<file path="src/rtl/layered_led_pattern_player_core_macros.svh">
// Assertion macros for the layered LED pattern player.
// Included by the files that carry concurrent checks; no other dependencies.
`ifndef LAYERED_LED_PATTERN_PLAYER_CORE_MACROS_SVH
`define LAYERED_LED_PATTERN_PLAYER_CORE_MACROS_SVH
`ifndef SYNTHESIS
`define LLPP_ASSERT_IMP(lbl, ck, rn, ante, cons, msg) \
  lbl: assert property (@(posedge ck) disable iff (!rn) (ante) |-> (cons)) else $error(msg);
`define LLPP_ASSERT_NXT(lbl, ck, rn, ante, cons, msg) \
  lbl: assert property (@(posedge ck) disable iff (!rn) (ante) |=> (cons)) else $error(msg);
`else
`define LLPP_ASSERT_IMP(lbl, ck, rn, ante, cons, msg)
`define LLPP_ASSERT_NXT(lbl, ck, rn, ante, cons, msg)
`endif
`endif

</file>
<file path="src/rtl/llpp_pkg.sv">
// Shared types and constants of the layered LED pattern player.
// No dependencies.
`default_nettype none
package llpp_pkg;
  localparam int LAYERS    = 4;
  localparam int PATTERNS  = 16;
  localparam int INTERVALS = 16;
  localparam int LAY_W = 2;
  localparam int PAT_W = 4;
  localparam int IVL_W = 4;
  localparam int SLOT_W = PAT_W + IVL_W;
  localparam int SLOTS = PATTERNS * INTERVALS;
  localparam int PWM_PERIOD_TOP = 1000 - 1;
  localparam logic [9:0] DEFAULT_LEVEL = 10'((PWM_PERIOD_TOP + 1) / 2);
  localparam logic [9:0] FULL_LEVEL = 10'd1000;
  localparam logic [4:0] MAX_COUNT = 5'(INTERVALS);

  typedef enum logic [2:0] {
    CMD_START  = 3'd0,
    CMD_STOP   = 3'd1,
    CMD_PAT    = 3'd2,
    CMD_OFF    = 3'd3,
    CMD_TICK   = 3'd4,
    CMD_WR_IVL = 3'd5,
    CMD_WR_CNT = 3'd6,
    CMD_NOP    = 3'd7
  } cmd_t;

  typedef enum logic [2:0] {
    RPL_NONE  = 3'd0,
    RPL_START = 3'd1,
    RPL_STOP  = 3'd2,
    RPL_PAT   = 3'd3,
    RPL_OFF   = 3'd4
  } reply_t;

  typedef enum logic [1:0] {
    MODE_STOPPED = 2'd0,
    MODE_IDLE    = 2'd1,
    MODE_REPEAT  = 2'd2,
    MODE_ONCE    = 2'd3
  } mode_t;

  typedef struct packed {
    cmd_t              cmd;
    logic [15:0]       seq;
    logic [LAY_W-1:0]  layer;
    logic [PAT_W-1:0]  pattern;
    logic              rep;
    logic [IVL_W-1:0]  interval;
    logic [15:0]       dur;
    logic [9:0]        level;
    logic [4:0]        count;
  } item_t;

  typedef struct packed {
    reply_t       reply;
    logic         ok;
    logic [15:0]  seq;
    logic         pwm_on;
    logic [9:0]   level;
    logic [1:0]   layer;
    mode_t        mode;
  } result_t;
endpackage
`default_nettype wire

</file>
<file path="src/rtl/llpp_queue.sv">
// Two-entry queue between front and back.
// Depends on llpp_pkg.
`default_nettype none
module llpp_queue import llpp_pkg::*; (
  input  wire logic  clk,
  input  wire logic  rst_n,
  input  wire logic  push_i,
  input  wire item_t data_i,
  output logic       full_o,
  input  wire logic  pop_i,
  output logic       empty_o,
  output item_t      data_o
);
  item_t      mem_r [2];
  logic       wp_r, rp_r;
  logic [1:0] cnt_r;

  assign full_o  = (cnt_r == 2'd2);
  assign empty_o = (cnt_r == 2'd0);
  assign data_o  = mem_r[rp_r];

  always_ff @(posedge clk) begin
    if (push_i) mem_r[wp_r] <= data_i;
    if (!rst_n) begin
      wp_r  <= 1'b0;
      rp_r  <= 1'b0;
      cnt_r <= 2'd0;
    end else begin
      if (push_i) wp_r <= ~wp_r;
      if (pop_i)  rp_r <= ~rp_r;
      cnt_r <= cnt_r + 2'(push_i) - 2'(pop_i);
    end
  end
endmodule
`default_nettype wire

</file>
<file path="config.mk">
export PLATFORM = sky130hd
export DESIGN_NAME = llpp_queue
export DESIGN_NICKNAME = d
export VERILOG_FILES = /design/src/rtl/layered_led_pattern_player_core_macros.svh /design/src/rtl/llpp_pkg.sv /design/src/rtl/llpp_queue.sv
export SDC_FILE = /design/constraint.sdc
export NUM_CORES = 1
export LEC_CHECK = 0
export BUFFER_PORTS_ARGS = -buffer_cell sky130_fd_sc_hd__buf_4
export CAP_MARGIN = 15
export CORE_ASPECT_RATIO = 1.1
export CORE_UTILIZATION = 52
export DETAILED_ROUTE_END_ITERATION = 10
export PLACE_DENSITY = 0.79
export SLEW_MARGIN = 25
export SYNTH_ARGS = -nofsm -noshare
export SYNTH_HDL_FRONTEND = slang
export SYNTH_SLANG_ARGS = --single-unit
</file>
<file path="constraint.sdc">
create_clock -name clk -period 4.4 [get_ports clk]
set_input_delay 0.88 -clock clk [delete_from_list [all_inputs] [get_ports clk]]
set_output_delay 0.88 -clock clk [all_outputs]
set_load 0.02 [all_outputs]
</file>
== Word-level counts from Yosys, hierarchy flattened ==
Memories as Yosys holds them, arrays and structs flattened. A register that Yosys moved wholly into a read port is not among the register bits.
Cells that the tools add are included.
Widths: inputs -> output; s select.

* Input bits: 65
* RAM bits: 122
* Memories: 1
* Logic and storage cells: 14
* Register bits after elaboration: 4
* Output and inout bits: 63

* Bitwise operators: 2
* Reductions and logical operators: 1
* Equal/unequal tests: 1
* Muxes and demuxes: 4
* Add/subtract/negate cells: 2

{| class="wikitable"
|+ Memory list
! memory !! depth !! width !! read ports !! clocked after Yosys merged registers in !! write ports !! line !! RTL
|-
| mem_r || 2 || 61 || 1 || 1 || 1 || llpp_queue.sv:14 || <nowiki>item_t mem_r [2];</nowiki>
|}

{| class="wikitable"
|+ Operator list
! kind !! count
|-
| $mux 1 || 4
|-
| $add 2x1->2 || 1
|-
| $eq 2x2->1 const B || 1
|-
| $logic_not 2->1 || 1
|-
| $not 1->1 || 2
|-
| $sub 2x1->2 || 1
|}

== Logic depth before layout (Yosys ltp) ==
* Depth after elaboration: 3
* Gate-level depth with buffers: 6
* Mapped depth without buffers: 6

== Least setup slack after synthesis ==
OpenSTA, ideal clock, no wires.

* Path kind: input port to flip-flop
* Start: in push_i
* End: mem mem_r[0][0] in the netlist's numbering, enable pin
* Setup slack: 0.314 ns
* Arrival: 3.597 ns
* Cell stages on the path: 1
* Buffers on the path: 0
* Required time: 3.912 ns
* Setup time: 0.488 ns
* Cells stage by stage: nor2b_1

* Word-level cells in the longest chain between the ends: 2

{| class="wikitable"
|+ RTL lines
! item !! line !! RTL
|-
| from (decl) || llpp_queue.sv:7 || <nowiki>input wire logic push_i,</nowiki>
|-
| $mux 1 || llpp_queue.sv:23 || <nowiki>if (push_i) mem_r[wp_r] <= data_i;</nowiki>
|-
| $mux 1 (implied by the code) || llpp_queue.sv:23 ||
|-
| to (decl) || llpp_queue.sv:14 ||
|}

No other way between the ends.

==> impl_metrics.ini <==
[run_status]
status = completed

[detailed_routing]
wl_met1_um = 3100
vias = 2373
wl_met3_um = 570
drt-pass1-iter-count = 4
ant_nets = 0
wl_per_cell_um = 16.5
top_layer = met4
met2_length_um = 4140
viasPerCell = 4.93
drtIter0Drc = 71
drc = 0
postRouteWirelength_um = 7930

[cts]
post_cts_buffers = 0
htree_levels = 4
ctsHoldBuffers = 0
insertion_delay_ns = 0.50
clockBufferDepth = 2
clkSinkCount = 127
cts_tree = done
post_cts_resized = 0
numCtsBuffers = 17
path_clk_slew_ns = 0.06
cts_root_buf = clkbuf_8

[sta]
hold_viol_final = 0
fin_skew_ns = 0.00422
fin_crit_sh_pct = 67.2
setup_slack_ns = 1.44
rsz0062_at_grt = no
setup_viol = 0
maxSlewViolCount = 0
period_needed_ns = 2.96
finalSetupTns_ns = 0
fmax_mhz = 338
tightestPinTransition_ns = 0.896
slew_headroom_pct = 40.2

[logic_synthesis]
synth_area_um2 = 4930
syn_inst = 211
postSynthAreaPerCell_um2 = 23.4
syn_nets = 278
yosysSeqAreaShare_pct = 76.3
ys_types = 14
ys_ff_latch = 127
yosysWarningCount = 0

[critical_path]
worst_setup_path_end_kind = output pin
cp.required_ns = 3.52
reg2reg_depth = 2
critPathKind = reg -> out
critical_path_arrival_ns = 2.08
critical_path_peak_fanout = 32
rr_startpoint = wp_r$_SDFFE_PN0P_
start_kind = flop

[global_routing]
grt_overflow = 0
grt_pass1_wl_um = 12000
grt_pass1_vias = 2443
grt_max_degree = 34
antenna_found_initial = 0
track_usage_pct = 16.9

[power_and_ir_drop]
power.share.combinational_pct = 12.4
ir_drop_uv = 304
internal_power_uw = 2600
seqPwrFrac_pct = 43.3
p_clk_share_pct = 44.2
power_leakage_uw = 0.00265
swShare_pct = 21.4
switching_power_uw = 709
p_per_area_nw_per_um2 = 501

[cells_and_area]
n_fill_cell = 547
fin_util_pct = 72.8
area_growth_pct = 33.7
drive_above_1_share_pct = 61.0
nNetsFinal = 421
antenna_cells = 0
multi_input_area_um2 = 1040
seqCellArea_um2 = 3770

[floorplanning]
io_pins = 128
core_um2 = 9050
start_util_pct = 54.5
die_y_um = 104
dieArea_um2 = 9880
die_w_um = 94.9
num_rows = 36

[placed_design]
io_buffer_count = 127
post-place-ws_ns = 1.93
gp_congestion = 0.696

[min_path]
min_path_cells = 1
worstHoldPathType = in -> reg
hp-start = data_i[55]

[run]
cap_violations = 0
logic make-up after synthesis:
logic type	synth area share, %
DFF	76.3
and+or+nand+nor	1.09
buffers and inverters	2.82
xor gates and xnor gates	0.634
adders and majority gates	0.507
muxes	18.5
AOI/OAI and AO/OA	0.152
sequential cells by signal (all words and copies together), names as in the netlist, named ones only:
signal	count
cnt_r	2
mem_r	122
wp_r	1
rp_r	1
critical path, stage by stage, from the launching register on:
cell and delay, ns:
dfxtp_4 0.75, buf_12 0.32, mux2_4 0.33, buf_4 0.16
cell type report:
cell class | instances | share of cell area, %
clock buffers | 17 | 6.28
repair buffers | 131 | 15.3
flip-flops and latches | 127 | 57.1
multi-input cells | 75 | 15.7
well taps | 114 | 2.16
inverters | 2 | 0.114
clock inverters | 15 | 3.28
power groups by stage:
stage          logic, uW  clock network (uW)  registers, uW
6_report             412                1460           1430
5_1_grt              438                1540           1440
4_1_cts              417                1490           1430
3_5_place_dp         415                   0           1460
3_3_place_gp         395                   0           1470
2_1_floorplan        280                   0           1440
Yosys cell counts (all sizes together):
library cell  instances  share of area [%]
xor2                  1               0.18
xnor3                 1               0.46
edfxtp              122                 74
mux2                 61                 18
ha                    2               0.51
nor2                  1              0.076
o21a                  1               0.15
dfxtp                 5                2.0
nor2b                 4               0.51
and2                  4               0.51
inv                   2               0.15
buf                   7                2.7
metal layers:
layer	vias to the layer above	global-route usage (%)
met1	1152	19.1
met4	0	6.49
met2	95	28.6
met5	-	0
met3	13	6.29
li1	1113	-
per-stage QoR:
step	hold WS [ns]	power, uW	area (um^2)	std cells
final	0.561	3310	6600	481
after global routing	0.535	3420	6600	481
after CTS	0.537	3340	6600	481
after detailed placement	0.564	1870	5960	449
after global placement	0.557	1860	5940	448
after floorplan	0.555	1720	4930	211
final timing paths:
check	endpoint	slack [ns]
setup / recovery	data_o[30]	1.44
hold / removal	mem_r[1][55]$_DFFE_PP_	0.56
hold reg to reg	flop	0.58
setup reg to reg	mem_r[1][13]$_DFFE_PP_	2.64
placed cells by master (no fill, tap or decap), drive strengths merged, types with 2 or more instances in the layout:
master | netlist | final
buf | 7 | 131
edfxtp | 122 | 122
mux2 | 61 | 61
clkbuf | 0 | 17
clkinv | 0 | 6
bufinv | 0 | 5
dfxtp | 5 | 5
and2 | 4 | 4
nor2b | 4 | 4
inv | 2 | 4
ha | 2 | 2
clkinvlp | 0 | 2
Power figures use the tool's default switching activity.
