**src/rtl/layered_led_pattern_player_core_macros.svh**
```systemverilog
// Assertion macros for the layered LED pattern player.
// Included by the files that carry concurrent checks; no other dependencies.
`ifndef LAYERED_LED_PATTERN_PLAYER_CORE_MACROS_SVH
`define LAYERED_LED_PATTERN_PLAYER_CORE_MACROS_SVH
`ifndef SYNTHESIS
`define LLPP_ASSERT_IMP(lbl, ck, rn, ante, cons, msg) \
  lbl: assert property (@(posedge ck) disable iff (!rn) (ante) |-> (cons)) else $error(msg);
`define LLPP_ASSERT_NXT(lbl, ck, rn, ante, cons, msg) \
  lbl: assert property (@(posedge ck) disable iff (!rn) (ante) |=> (cons)) else $error(msg);
`else
`define LLPP_ASSERT_IMP(lbl, ck, rn, ante, cons, msg)
`define LLPP_ASSERT_NXT(lbl, ck, rn, ante, cons, msg)
`endif
`endif

```
**src/rtl/llpp_pkg.sv**
```systemverilog
// Shared types and constants of the layered LED pattern player.
// No dependencies.
`default_nettype none
package llpp_pkg;
  localparam int LAYERS    = 4;
  localparam int PATTERNS  = 16;
  localparam int INTERVALS = 16;
  localparam int LAY_W = 2;
  localparam int PAT_W = 4;
  localparam int IVL_W = 4;
  localparam int SLOT_W = PAT_W + IVL_W;
  localparam int SLOTS = PATTERNS * INTERVALS;
  localparam int PWM_PERIOD_TOP = 1000 - 1;
  localparam logic [9:0] DEFAULT_LEVEL = 10'((PWM_PERIOD_TOP + 1) / 2);
  localparam logic [9:0] FULL_LEVEL = 10'd1000;
  localparam logic [4:0] MAX_COUNT = 5'(INTERVALS);

  typedef enum logic [2:0] {
    CMD_START  = 3'd0,
    CMD_STOP   = 3'd1,
    CMD_PAT    = 3'd2,
    CMD_OFF    = 3'd3,
    CMD_TICK   = 3'd4,
    CMD_WR_IVL = 3'd5,
    CMD_WR_CNT = 3'd6,
    CMD_NOP    = 3'd7
  } cmd_t;

  typedef enum logic [2:0] {
    RPL_NONE  = 3'd0,
    RPL_START = 3'd1,
    RPL_STOP  = 3'd2,
    RPL_PAT   = 3'd3,
    RPL_OFF   = 3'd4
  } reply_t;

  typedef enum logic [1:0] {
    MODE_STOPPED = 2'd0,
    MODE_IDLE    = 2'd1,
    MODE_REPEAT  = 2'd2,
    MODE_ONCE    = 2'd3
  } mode_t;

  typedef struct packed {
    cmd_t              cmd;
    logic [15:0]       seq;
    logic [LAY_W-1:0]  layer;
    logic [PAT_W-1:0]  pattern;
    logic              rep;
    logic [IVL_W-1:0]  interval;
    logic [15:0]       dur;
    logic [9:0]        level;
    logic [4:0]        count;
  } item_t;

  typedef struct packed {
    reply_t       reply;
    logic         ok;
    logic [15:0]  seq;
    logic         pwm_on;
    logic [9:0]   level;
    logic [1:0]   layer;
    mode_t        mode;
  } result_t;
endpackage
`default_nettype wire

```
**src/rtl/llpp_front.sv**
```systemverilog
// Front end: unpacks and classifies one command word.
// Depends on llpp_pkg.
`default_nettype none
module llpp_front import llpp_pkg::*; (
  input  wire logic [63:0] word_i,
  output item_t            item_o
);
  logic [9:0] lvl;
  always_comb begin
    item_o.cmd      = cmd_t'(word_i[2:0]);
    item_o.seq      = word_i[18:3];
    item_o.layer    = word_i[20:19];
    item_o.pattern  = word_i[24:21];
    item_o.rep      = word_i[25];
    item_o.interval = word_i[29:26];
    item_o.dur      = word_i[45:30];
    lvl             = word_i[55:46];
    // level saturates at full scale on store write
    item_o.level    = (lvl > FULL_LEVEL) ? FULL_LEVEL : lvl;
    item_o.count    = word_i[60:56];
  end
endmodule
`default_nettype wire

```
**config.mk**
```make
export PLATFORM = sky130hd
export DESIGN_NAME = llpp_front
export DESIGN_NICKNAME = d
export VERILOG_FILES = /design/src/rtl/layered_led_pattern_player_core_macros.svh /design/src/rtl/llpp_pkg.sv /design/src/rtl/llpp_front.sv
export SDC_FILE = /design/constraint.sdc
export NUM_CORES = 1
export LEC_CHECK = 0
export ABC_AREA = 1
export BUFFER_PORTS_ARGS = -buffer_cell sky130_fd_sc_hd__buf_2
export CORE_MARGIN = 2
export CORE_UTILIZATION = 23
export DETAILED_ROUTE_END_ITERATION = 10
export PLACE_DENSITY = 0.95
export SLEW_MARGIN = 25
export SYNTH_ARGS = -nofsm -noshare
export SYNTH_HDL_FRONTEND = slang
export SYNTH_SLANG_ARGS = --single-unit
```
**constraint.sdc**
```tcl
create_clock -name vclk -period 1.1
set_clock_uncertainty 0.2 [all_clocks]
set_input_delay 0.275 -clock vclk [all_inputs]
set_output_delay 0.275 -clock vclk [all_outputs]
set_load 0.05 [all_outputs]
```
# --- Yosys cells after proc, flatten, opt, wreduce, memory -nomap -nowiden ---
# Index checks and enable logic that the tools add are counted.
word_totals:
  ff_bits: 0
  out_inout_bits: 61
  mem_bits_ro: 0
  latchBits: 0
  mem_bits_rw: 0
  n_memories: 0
  elab_cells: 2
op_classes:
  n_mux: 1
  n_eq_ne: 0
  n_bitwise: 0
  n_mul: 0
  reduce_logical: 0
  div: 0
  shifts: 0
  magnitude_cmp: 1
  addsub: 0
ops:
  columns: ["operator", "count"]
  rows:
  - ["10-bit greater-than comparator (second input constant)", 1]
  - ["10-bit 2-to-1 mux", 1]

# --- Logic depth before layout (Yosys ltp) ---
# Gate-level depths: netlist of run 1.
depth:
  word_depth: 2
  ltp_mapped: 6

# --- Least setup slack after synthesis of run 1 ---
# Ideal clock, no wire load.
synth_timing:
  path_type: "input to output"
  from: "input port word_i[47]"
  to: "output port item_o[5] in the netlist's numbering"
  arrival_time_ns: 1.306
  stages: 3
  t_required_ns: 0.625
  setup_slack_ns: -0.681
  cell_sequence: "nor2_1 nand3_2 a21oi_1"
synth_rtl:
  columns: ["element", "line_no", "rtl"]
  rows:
  - ["start, declared", "llpp_front.sv:5", "input wire logic [63:0] word_i,"]
  - ["end, declared", "llpp_front.sv:6", "output item_t item_o"]

==> summary.md, run 1 <==
| Metric | Value |
|---|---|
| Psw | 143 uW |
| Critical-path cell list | buf_8 -> nand2_4 -> inv_4 -> nand2_4 -> nor2_4 -> buf_12 -> a21oi_4 -> buf_6 |
| Top cell type's share of synthesized area | 74.8% |
| Endpoints failing hold | 0 |
| Most frequent cell after synthesis | buf_4 |
| PnR worst setup slack | -0.408 ns |
| DRT antenna net count | 0 |
| Global-route wire length before repair | 1470 um |
| Crit path required time | just over 0.6 ns |
| FFs & Latches | 0 |
| Post-place setup slack | -0.578 ns |
| Tcrit/Tclk final | 137% |
| Mapped Nets | ~140 |
| WP data arrival | 1.03 ns |
| Syn-to-layout area delta | 8.56% |
| Power density over cell area | 463 nW/um^2 |
| Clkbuf count | 0 |
| Worst-Margin Slew | 0.166 ns |
| Failing checks | negative setup slack |
| P_int | around 110 uW |
| Status | finished with violations |
| Post-synthesis cell area | 512 um^2 |
| Slowest cell on the critical path | buf_6 |
| Vias in the first global route | about 280 |
| Seq/Total Area, Yosys | 0% |
| Share of cells above drive strength 1 | 93.6% |
| Crit end category | output port |
| WS Path Type | input port to output port |
| Die Ht | 51.2 um |
| Comb pwr share | 100.0% |
| Area leader, netlist | buf_4 |
| Nets | 113 |
| DIE WIDTH | 51.2 um |
| Top-Level Pins | around 130 |
| Yosys warnings | 0 |
| # setup viols final | 5 |
| Total Wirelength | a little over 1000 um |
| Number of remaining DRC errors | 0 |
| Slew Limit Headroom | 89.0% |
| Final design utilization | 25.9% |
| Leak | 0.000243 uW |
| Ant. Diodes | 0 |
| Grt total ovfl | 0 |
| CP top delay family | buffers and inverters |
| Final slew viol count | 0 |
| Dpl hpwl | a little under 900 um |
| Max IR drop VDD | approximately 0.18 mV |
| Tmin final | 1.51 ns |
| WP buf/inv | 4 |
| Clock Power Share | 0% |
| Rows | 17 |
| Synth area leaders | buf_4 75%, inv_1 4.4%, a21oi_1 3.9% |
| Hold Crit Start | word_i[25] |
| Initial antenna violation count | 0 |
| Slowest stage delay, CP | about 0.17 ns |
| Starting DRT DRC Count | 1 |
| Multi-input combinational cell area | 189 um^2 |
| Gr usage total | 7.39% |
| RSZ-0062 raised after global routing | true |
| Unique masters post-synth | 12 |
| Fmax | 663 MHz |
| Fill cell count | 234 |
| Crit-path max FO | 4 |
| Finished layout cell area | 556 um^2 |
| Hold Buf Count CTS | 0 |
| Largest net degree at the start of global routing | 6 |
| Starting Density | 23.8% |
| Placer Congestion | 0.633 |
| Hold Path Class | input port to output port |
| Vias | 289 |
| CP Launch Type | input port |
| Max Cap Viol | 0 |
| DP Area | 398 um^2 |
| Port buffer count | 20 |
| Sw frac | 55.8% |
| Post-Syn Instances | 78 |
| Core ar. | 2150 um^2 |
| Total Die Area | 2620 um^2 |
| Most frequent CP cell | nand2_4 |
| WL/cell | 13.5 um |
| Avg Inst Size Synth | 6.56 um^2 |
| TritonRoute pass-1 iters | 2 |
| Via density | 3.85 |
| Commonest cells in the netlist | 51 x buf_4, 6 x inv_1, 5 x clkbuf_1, 4 x a21oi_1, 4 x nand2_1 |
| Worst Setup SP | word_i[54] |
| Share of total power in sequential cells | 0% |
| Reg area | 0 um^2 |
-- power groups by stage --
| stage | clock network (uW) | registers (uW) | logic [uW] |
|---|---|---|---|
| 6_report | 0 | 0 | 257 |
| 5_1_grt | 0 | 0 | 270 |
| 4_1_cts | 0 | 0 | 247 |
| 3_5_place_dp | 0 | 0 | 193 |
| 3_3_place_gp | 0 | 0 | 191 |
| 2_1_floorplan | 0 | 0 | 633 |
-- metal layers --
| metal | vias to the layer above | GRT usage, % | wire length [um] |
|---|---|---|---|
| li1 | 117 | - | - |
| met1 | 122 | 7.54 | 282 |
| met2 | 32 | 10.6 | 414 |
| met3 | 18 | 2.05 | 192 |
| met4 | 0 | 9.91 | 125 |
| met5 | - | 0 | 0 |
-- metrics by stage --
stage / hold WS, ns / TNS, ns / instances / power [uW]
3_3_place_gp: 0.350 / -3.00 / 74 / 191
3_5_place_dp: 0.350 / -3.09 / 74 / 193
6_report: 0.350 / -1.93 / 75 / 257
4_1_cts: 0.350 / -2.04 / 74 / 247
5_1_grt: 0.350 / -2.08 / 75 / 270
2_1_floorplan: 0.446 / -1.40 / 78 / 633
-- logic make-up (layout without fill, tap and decap cells) --
family / after synthesis / in the layout / synth area share, %
buffers and inverters: 63 / 32 / 83.6
AND/OR/NAND/NOR: 11 / 11 / 12.5
AO/OA/AOI/OAI: 4 / 4 / 3.91
-- placed cells by master (no fill, tap or decap) --
master	count
buf_12	2
inv_8	3
buf_4	5
a21oi_4	4
buf_8	5
buf_2	3
inv_1	3
buf_6	10
inv_4	1
nor2_4	4
nand3_4	1
nand2_4	4
nand3_2	1
nand2_2	1
-- path summary, 6_finish.rpt --
path | to | slack, ns | cells after the start
worst min-delay path | item_o[35] | 0.35 | 0
worst max-delay path | item_o[9] | -0.41 | 8
-- what timing repair did --
item,in CTS,in global routing
endpoints found under the setup margin,9,6
gates cloned,0,0
resized for setup,36,7
setup buffers,0,1
pin swaps,10,7
-- area by class of cell --
class,count,area share [%]
multi-input cells,15,34.0
repair buffers,25,50.5
inverters,7,9.23
well taps,28,6.31
No activity file was read; power rests on OpenSTA's default activity.
==> run 2: changes to the inputs <==
- CORE_UTILIZATION: 23 -> 21
- PLACE_DENSITY: 0.95 -> 0.92
- clock period: 1.1 -> 1.25 ns (I/O delays scaled with it)
==> run 2 against run 1 <==
Against the previous run: non-clock buffer count shrank 2; final area shrank 7.4%; utilization shrank 3.1 points; largest cell class unchanged; total power shrank 19%; combinational power shrank 19%; hold slack gained 0.075 ns; first-iteration DRC count shrank 100%; the run still ends with negative setup slack left.
==> summary.md, run 2 (synthesized netlist as in run 1, its figures left out) <==
| Metric | Value |
|---|---|
| Status | finished with violations |
| Failing checks | negative setup slack |
| Endpoint, Worst Hold | item_o[21] |
| Share of cells above drive strength 1 | 93.3% |
| Via density | 3.90 |
| Reg area | 0 um^2 |
| Dpl hpwl | 805 um |
| PnR worst setup slack | -0.317 ns |
| Core ar. | 2250 um^2 |
| CP Launch Type | input port |
| Crit-path max FO | 4 |
| Endpoints failing hold | 0 |
| Finished layout cell area | 514 um^2 |
| Final TNS setup | -1.53 ns |
| Clkbuf count | 0 |
| Final slew viol count | 0 |
| Initial antenna violation count | 0 |
| Power density over cell area | 407 nW/um^2 |
| Slowest stage delay, CP | 0.16 ns |
| Sw frac | around 59% |
| Tcrit/Tclk final | 125% |
| CP top delay family | buffers and inverters |
| Leak | 0.000226 uW |
| Total power | 209 uW |
| WP data arrival | 1.05 ns |
| Critical-path cell list | buf_8 -> inv_8 -> nand2_4 -> nand2_4 -> nor2_4 -> buf_12 -> a21oi_4 -> buf_8 |
| Slowest cell on the critical path | buf_8 |
| Crit end category | output port |
| Vias in the first global route | between 300 and 400 |
| Commonest cells after routing, fill and taps aside | 8 x buf_2, 7 x buf_6, 5 x nand2_4 |
| WP buf/inv | 4 |
| # setup viols final | 5 |
| Hold Buf Count CTS | 0 |
| Post-place setup slack | -0.482 ns |
| Fmax | 638 MHz |
| Nets | 111 |
| Worst Hold Path Cells | 0 |
| Tmin final | roughly 1.6 ns |
| WS Path Type | input port to output port |
| Port buffer count | 20 |
| Share of total power in sequential cells | 0% |
| Setup bufs post-CTS | 0 |
| Commonest non-fill, non-tap cell in the layout | buf_2 |
| FFs & Latches | 0 |
| Rows | 17 |
| Max IR drop VDD | 0.142 mV |
| Ant. Diodes | 0 |
| Largest net degree at the start of global routing | 6 |
| Psw | 123 uW |
| Top-Level Pins | 125 |
| Multi-input combinational cell area | slightly below 200 um^2 |
| Syn-to-layout area delta | 0.489% |
| Global-route wire length before repair | 1460 um |
| DP Area | between 300 and 400 um^2 |
| Slew Limit Headroom | 83.5% |
| Worst-Margin Slew | roughly 0.25 ns |
| Final design utilization | 22.8% |
| Die Ht | 53.4 um |
| Placer Congestion | approximately 0.63 |
| Fill cell count | 265 |
| Max Cap Viol | 0 |
| Hold Path Class | input port to output port |
| WL/cell | 12.6 um |
| DIE WIDTH | roughly 53 um |
| Total Wirelength | between 900 and 1000 um |
| Clock Power Share | 0% |
| Hold Crit Start | word_i[36] |
| Starting Density | 22.7% |
| Starting DRT DRC Count | 0 |
| Vias | 285 |
| Total Die Area | 2850 um^2 |
| RSZ-0062 raised after global routing | true |
| P_int | 86.4 uW |
| Crit path required time | 0.74 ns |
| DRT antenna net count | 0 |
| Grt total ovfl | 0 |
| Comb pwr share | 100.0% |
| Gr usage total | 6.82% |
| TritonRoute pass-1 iters | 1 |
| Number of remaining DRC errors | 0 |
run 2: cell types whose count changed in the layout (fill, tap and decap cells not counted):
| cell | change |
|---|---|
| nand2_4 | +1 |
| buf_8 | -1 |
| buf_4 | -3 |
| buf_2 | +5 |
| buf_6 | -3 |
| nand2_2 | -1 |
run 2: repair_timing:
item | CTS | global route
pin swaps | 10 | 8
setup endpoints to repair | 6 | 5
gates resized for setup | 23 | 13
endpoints found under the hold margin | 0 | 0
run 2: through the flow:
stage | hold slack (ns) | instances
floorplan | 0.521 | 78
global placement | 0.425 | 73
global route | 0.425 | 73
detailed placement | 0.425 | 73
finish | 0.425 | 73
CTS | 0.425 | 73
run 2: final cells by class:
cell class	count	area share [%]
timing repair buffer	23	45.5
inverter	7	9.98
tap	28	6.81
multi-input combinational	15	37.7
run 2: worst max path at each step:
| stage | from | endpoint | slack (ns) | depth (start not counted) |
|---|---|---|---|---|
| after floorplan | word_i[55] | item_o[8] | -0.22 | 6 |
| after global placement | word_i[50] | item_o[6] | -0.47 | 8 |
| after detailed placement | word_i[50] | item_o[5] | -0.48 | 8 |
| after CTS | word_i[49] | item_o[7] | -0.34 | 6 |
| after global routing | word_i[49] | item_o[7] | -0.36 | 8 |
| final | word_i[49] | item_o[7] | -0.32 | 8 |
run 2: metal layers:
| layer | share of wire (%) | global-route usage (%) | vias up |
|---|---|---|---|
| met5 | 0 | 0 | - |
| met4 | 8.5 | 6.84 | 0 |
| met3 | 15 | 2.82 | 18 |
| met2 | 43 | 10.3 | 27 |
| met1 | 34 | 6.83 | 127 |
| li1 | - | - | 113 |
run 2: power groups by stage:
| stage | registers, uW | logic (uW) | clock network (uW) |
|---|---|---|---|
| final | 0 | 209 | 0 |
| after global routing | 0 | 220 | 0 |
| after CTS | 0 | 195 | 0 |
| after detailed placement | 0 | 166 | 0 |
| after global placement | 0 | 166 | 0 |
| after floorplan | 0 | 557 | 0 |
